$ cat src/rtl/core/fct_pkg.sv
// Shared types and constants for the frustum cull test block.
package fct_pkg;

  localparam int unsigned CoordW = 32;
  localparam int unsigned NormW  = 16;
  localparam int unsigned OffW   = 31;

  typedef enum logic [1:0] {
    KIND_SPHERE = 2'd0,
    KIND_BOX    = 2'd1,
    KIND_LOAD   = 2'd2,
    KIND_NONE   = 2'd3
  } kind_t;

  typedef struct packed {
    logic [1:0]         kind;
    logic               plane_set;
    logic [2:0]         plane_index;
    logic signed [31:0] ax;
    logic signed [31:0] ay;
    logic signed [31:0] az;
    logic signed [31:0] bx;
    logic signed [31:0] by;
    logic signed [31:0] bz;
    logic signed [31:0] margin;
  } in_word_t;

  typedef struct packed {
    logic       visible;
    logic [2:0] culling_plane;
  } out_word_t;

  // Classified test handed from front to back: widened bounds are 33 bits.
  typedef struct packed {
    kind_t              kind;
    logic [1:0]         set_sel;
    logic signed [32:0] lo_x;
    logic signed [32:0] lo_y;
    logic signed [32:0] lo_z;
    logic signed [32:0] hi_x;
    logic signed [32:0] hi_y;
    logic signed [32:0] hi_z;
    logic signed [31:0] margin;
  } task_t;

  typedef enum logic [1:0] {
    ST_IDLE,
    ST_MUL,
    ST_SUM,
    ST_OUT
  } back_state_t;

endpackage

$ cat src/rtl/core/fct_front.sv
// Front end: accepts words, writes plane loads, classifies and widens tests.
module fct_front #(
  parameter int unsigned PLANES_PER_SET = 6,
  parameter int unsigned PLANE_SETS     = 2,
  parameter int unsigned SET_W          = 2,
  parameter int unsigned PIDX_W         = 4
) (
  input  logic                     clk,
  input  logic                     rst,
  input  logic                     in_valid,
  output logic                     in_stall,
  input  fct_pkg::in_word_t        in_word,
  input  logic [30:0]              box_offset,
  output logic                     q_valid,
  input  logic                     q_stall,
  output fct_pkg::task_t           q_word,
  output logic                     wr_en,
  output logic [PIDX_W-1:0]        wr_idx,
  output logic [3*16+32-1:0]       wr_data
);
  import fct_pkg::*;

  logic                 acc;
  logic [SET_W-1:0]     set_sel;
  logic signed [32:0]   off;
  task_t                q_next;

  // a load waits until no earlier test is queued or in the back end
  assign in_stall = (q_valid && q_stall) ||
                    ((in_word.kind == KIND_LOAD) && (q_valid || q_stall));
  assign acc      = in_valid && !in_stall;
  assign off      = {2'b00, box_offset};

  // saturate the set select to the last set
  always_comb begin
    if (32'(in_word.plane_set) >= PLANE_SETS) set_sel = SET_W'(PLANE_SETS - 1);
    else set_sel = SET_W'(in_word.plane_set);
  end

  // plane load write port
  assign wr_en   = acc && (in_word.kind == KIND_LOAD) &&
                   (32'(in_word.plane_index) < PLANES_PER_SET);
  assign wr_idx  = PIDX_W'(32'(set_sel) * PLANES_PER_SET + 32'(in_word.plane_index));
  assign wr_data = {in_word.ax[15:0], in_word.ay[15:0], in_word.az[15:0], in_word.margin};

  // classify and widen
  always_comb begin
    q_next.kind    = kind_t'(in_word.kind);
    q_next.set_sel = (in_word.kind == KIND_BOX) ? 2'd0 : 2'(set_sel);
    q_next.margin  = in_word.margin;
    q_next.lo_x    = 33'(in_word.ax);
    q_next.lo_y    = 33'(in_word.ay);
    q_next.lo_z    = 33'(in_word.az);
    q_next.hi_x    = 33'(in_word.bx);
    q_next.hi_y    = 33'(in_word.by);
    q_next.hi_z    = 33'(in_word.bz);
    if (in_word.kind == KIND_BOX) begin
      q_next.lo_x = 33'(in_word.ax) - off;
      q_next.lo_y = 33'(in_word.ay) - off;
      q_next.lo_z = 33'(in_word.az) - off;
      q_next.hi_x = 33'(in_word.bx) + off;
      q_next.hi_y = 33'(in_word.by) + off;
      q_next.hi_z = 33'(in_word.bz) + off;
    end
  end

  // single-entry queue register
  always_ff @(posedge clk) begin
    if (rst) begin
      q_valid <= 1'b0;
    end else if (acc) begin
      q_valid <= 1'b1;
    end else if (!q_stall) begin
      q_valid <= 1'b0;
    end
  end

  always_ff @(posedge clk) begin
    if (acc) begin
      q_word <= q_next;
    end
  end
endmodule

$ cat config.mk
export PLATFORM = sky130hd
export DESIGN_NAME = fct_front
export DESIGN_NICKNAME = d
export VERILOG_FILES = /design/src/rtl/core/fct_pkg.sv /design/src/rtl/core/fct_front.sv
export SDC_FILE = /design/constraint.sdc
export NUM_CORES = 1
export LEC_CHECK = 0
export CORE_AREA = 2 2 229 231
export DETAILED_ROUTE_END_ITERATION = 12
export DIE_AREA = 0 0 231 233
export DONT_BUFFER_PORTS = 1
export PLACE_DENSITY_LB_ADDON = 0.12
export SYNTH_ARGS = -nofsm -noshare
export SYNTH_HDL_FRONTEND = slang
export SYNTH_SLANG_ARGS = --single-unit
$ cat constraint.sdc
create_clock -name clk -period 21.9 [get_ports clk]
set_input_delay 4.38 -clock clk [delete_from_list [all_inputs] [get_ports clk]]
set_output_delay 4.38 -clock clk [all_outputs]
set_load 0.02 [all_outputs]
Word level (Yosys, flattened, before mapping):

Cells that the tools add are included.

* add/subtract/negate cells: 7
* $mul: 1
* magnitude comparators: 1
* eq/ne operators: 3
* multiplexer cells: 3
* reduce and logical (&&, ||, !) cells: 8

Operators with widths (number)
* $mux 198: 1
* $add 32x32->33: 3
* $sub 32x32->33: 3
* $logic_and 1x1->1: 5
* $add 4x3->4: 1
* $lt 3x3->1 const B: 1
* $mul 1x2->3 const B: 1
* $eq 2x1->1 const B: 1
* $eq 2x2->1 const B: 1
* $logic_or 1x1->1: 2
* $mux 1: 2
* $ne 2x1->1 const B: 1
* $logic_not 1->1: 1

* register bits: 235
* input port bits: 265
* output and inout bits: 321
* logic and storage cells: 34

Longest topological paths before layout:

* depth in word-level cells: 7
* gate-level depth with buffers: 13
* gate-level depth less buffers: 13

Least setup slack after synthesis:

No wires, ideal clock.

* kind: input-to-output
* start: in in_word[229] (netlist name)
* end: out wr_en
* arrival: 10460 ps
* required time: 17520 ps
* slack: 7060 ps
* cell stages on the path: 5
* path buffers: 0
* cell sequence: nor2b_1 -> maj3_1 -> nand2b_1 -> inv_1 -> and3_1

* word-level cells in the longest chain between the ends: 7

Ends and longest elaborated chain
* start, declared: RTL line fct_front.sv:12 `input fct_pkg::in_word_t in_word,`
* $eq 2x2->1: RTL line fct_front.sv:30 `((in_word.kind == KIND_LOAD) && (q_valid || q_stall));`
* $logic_and 1x1->1: RTL line fct_front.sv:30
* $logic_or 1x1->1: RTL line fct_front.sv:29 `assign in_stall = (q_valid && q_stall) ||`
* net in_stall: RTL line fct_front.sv:11 `output logic in_stall,`
* $logic_not 1->1: RTL line fct_front.sv:31 `assign acc = in_valid && !in_stall;`
* $logic_and 1x1->1: RTL line fct_front.sv:31
* net acc: RTL line fct_front.sv:23 `logic acc;`
* $logic_and 1x1->1 (2 in series): RTL line fct_front.sv:41 `assign wr_en = acc && (in_word.kind == KIND_LOAD) &&`
* end, declared: RTL line fct_front.sv:17 `output logic wr_en,`

The timed path passes the listed nets, and every way through them passes these cells.

Worst setup path in the final report:

Ends and elaborated chain as after synthesis.

==> run_results.csv <==
group,metric,value,unit
outcome,status,"complete, no violations",
min_path,hp-start,"q_valid",
timing,fin_crit_sh,49.8,%
critical_path,cp.required,17520,ps
yosys,synth_xor_area_share,7.16,%
final_layout,post_route_cells_drive_above_1_share,3.98,%
clock_tree,cts_made_buffers,30,
clock_tree,cts.repair.resized,0,
final_layout,final_nets,2396,
drt,num_vias,14700,
min_path,min_to,"q_valid",
critical_path,regToRegStartpoint,"q_valid",
timing,clock_skew,15.9,ps
global_routing,grt_pass1_vias,14500,
yosys,netlist.area_leader.share,37.1,%
timing,maxSlewViolCount,0,
yosys,synthSimpleGateAreaFrac,13.7,%
yosys,synth_most_common_cell,"nand2_1",
global_routing,grt_usage,21.5,%
min_path,min-delay-path-class,"reg -> reg",
die,initial_core_util,36.9,%
drt,post_drt_wl_per_cell,22.8,um
global_routing,grt_pass1_wl,88.1,mm
drt,vias_per_cell,5.57,
timing,worstMarginPinSlew,955,ps
yosys,synth_top_family_by_area,"compound AO/OA/AOI/OAI gates",
place,port_buffers,0,
die,ios,586,
clock_tree,insertion_delay,580,ps
power,power.leakage,8.22,nW
timing,max_freq,91.7,MHz
clock_tree,clk_pin_slew,60,ps
place,dp_hpwl,48.0,mm
global_routing,antenna_found_initial,4,
drt,wl,60.3,mm
final_layout,finish.utilization,39.0,%
timing,slew_headroom,36.2,%
die,core-area,51100,um2
critical_path,critPathArrivalTime,6520,ps
power,p_per_area,72.9,nW/um2
timing,rsz0062_at_grt,"no",
critical_path,reg2reg_to,"q_word[121]",
yosys,synth_cell_types,74,
yosys,synth_edf_count,233,
clock_tree,clk_root_buffer_cell,"clkbuf_16",
global_routing,overflow,0,
yosys,yosys-top-cells-count,"nand2_1, o21ai_0, edfxtp_1",
yosys,postSynthCellCount,2043,
drt,first_iter_violations,779,
drt,drc_errors,0,
critical_path,cp_max_fo,112,
clock_tree,post_cts_buffers,0,
critical_path,critPathLaunchType,"primary input",
yosys,synth-adder-area-share,13.2,%
timing,hold_viol,0,
critical_path,startpoint,"in_word[229]",
yosys,ys.flop_type,"edfxtp_1",
die,die_h,233,um
final_layout,fin_area,19900,um2
drt,ant_nets,0,
place,gp_congestion,0.900,
timing,post-route-min-period,10900,ps
clock_tree,clockBufferDepth,3,
yosys,synth-compound-area-share,22.5,%
critical_path,worst_r2r_path_depth,4,
yosys,synth_fp_nets,2502,
timing,setup_viol,0,
clock_tree,cts_htree_levels,1,
clock_tree,clock-sinks,234,
critical_path,cp-end-kind,"primary output",
drt,firstDrtPassIters,5,
run,drv_cap,0,
critical_path,worstSetupPathType,"in -> out",
yosys,synth.area.mux_share,0.113,%
global_routing,grt_max_degree,201,
power,worst_ir_drop_vdd,58.5,uV
yosys,syn_area_per_cell,9.22,um2
die,die_x,231,um
yosys,synth-seq-cells,234,
place,place_area,18900,um2
clock_tree,cts_hold_buf,0,
yosys,syn_area,18800,um2
final_layout,area_delta_synth_final,5.70,%
die,num_rows,83,
yosys,ys_top_cells_by_area,"edfxtp_1, ha_1, o21ai_0",
die,dieArea,53800,um2
yosys,ys_seq_area_share,37.3,%
yosys,ys_async_sr_fraction,0,%
yosys,synth_warnings,0,
timing,tns,0,ps
critical_path,r2r_setup_slack,18780,ps
yosys,synth_top_cell_by_area,"edfxtp_1",
clock_tree,tritoncts,"done",
min_path,hold_depth,2,
==> cell families (layout without fill, tap and decap cells) <==
kind of cell,after synthesis,in the layout
other,1,2
AND/OR/NAND/NOR,558,558
buffers and inverters,219,137
flip-flops,234,234
AO/OA/AOI/OAI,680,680
XOR/XNOR,154,154
multiplexers,2,2
adder cells (fa/ha/maj),195,195
==> report_power, final <==
group | internal, W | switching [W]
Clock | 0.000293 | 0.000207
Combinational | 0.000138 | 0.000203
Sequential | 0.000546 | 0.0000642
Total | 0.000977 | 0.000474
==> routing by layer <==
layer  global-route usage [%]  vias to the layer above  share of wire (%)
met5                        0                        -                  0
met4                     5.99                        0                2.6
met3                     7.01                       72                8.7
met2                     36.7                      476                 47
met1                     25.8                     6904                 41
li1                         -                     7265                  -
==> cell usage in the layout, fill, tap and decap left out, types with 6 or more instances in the layout <==
| cell type | count |
|---|---|
| nand2_1 | 264 |
| o21ai_0 | 241 |
| edfxtp_1 | 233 |
| ha_1 | 187 |
| a21oi_1 | 146 |
| a21o_1 | 92 |
| xor2_1 | 79 |
| nor2_1 | 77 |
| inv_1 | 75 |
| xnor2_1 | 75 |
| nand3_1 | 52 |
| nand2b_1 | 33 |
| clkbuf_16 | 31 |
| nor3_1 | 29 |
| o21a_1 | 26 |
| nor2b_1 | 24 |
| a211oi_1 | 19 |
| o31ai_1 | 18 |
| o21bai_1 | 17 |
| nand4_1 | 14 |
| a211o_1 | 14 |
| a31oi_1 | 14 |
| o211ai_1 | 13 |
| and2_1 | 13 |
| and3_1 | 11 |
| or3_1 | 10 |
| a21boi_0 | 8 |
| a31o_2 | 7 |
| fa_1 | 7 |
| nor3b_1 | 6 |
| o41ai_1 | 6 |
| a221oi_1 | 6 |
| clkinv_2 | 6 |
| clkinv_1 | 6 |
==> worst max-delay path, stage by stage <==
cell and delay, ps:
nor2b_1 220, maj3_1 520, nand2b_1 300, inv_8 620, and3_1 460
==> per-stage QoR <==
step	power, W	instances	worst slack [ps]	hold WS, ps
after global routing	0.00153	2642	10900	586
after global placement	0.000956	2585	10980	575
final	0.00145	2642	11000	571
after floorplan	0.000904	2043	7060	540
after CTS	0.00147	2641	10930	569
after detailed placement	0.000959	2585	10940	561
==> sequential cells by signal, indices dropped and copies added (netlist names) <==
register  cells
q_valid       1
q_word      233
==> how the worst max path moves through the flow <==
stage	to	slack [ps]	cells after the start
floorplan	wr_en	7060	5
global route	wr_en	10900	5
finish	wr_en	11000	5
CTS	wr_en	10930	5
global placement	wr_en	10980	5
detailed placement	wr_en	10940	5
==> cell type report <==
type,instances,area [um2]
Fill cell,5104,31200
Clock buffer,33,783
Multi-Input combinational cell,1590,10700
Tap cell,680,851
Inverter,76,293
Sequential cell,234,7020
Antenna cell,1,2.50
Clock inverter,23,209
Timing Repair Buffer,5,50.0
(Power assumes the default switching activity.)
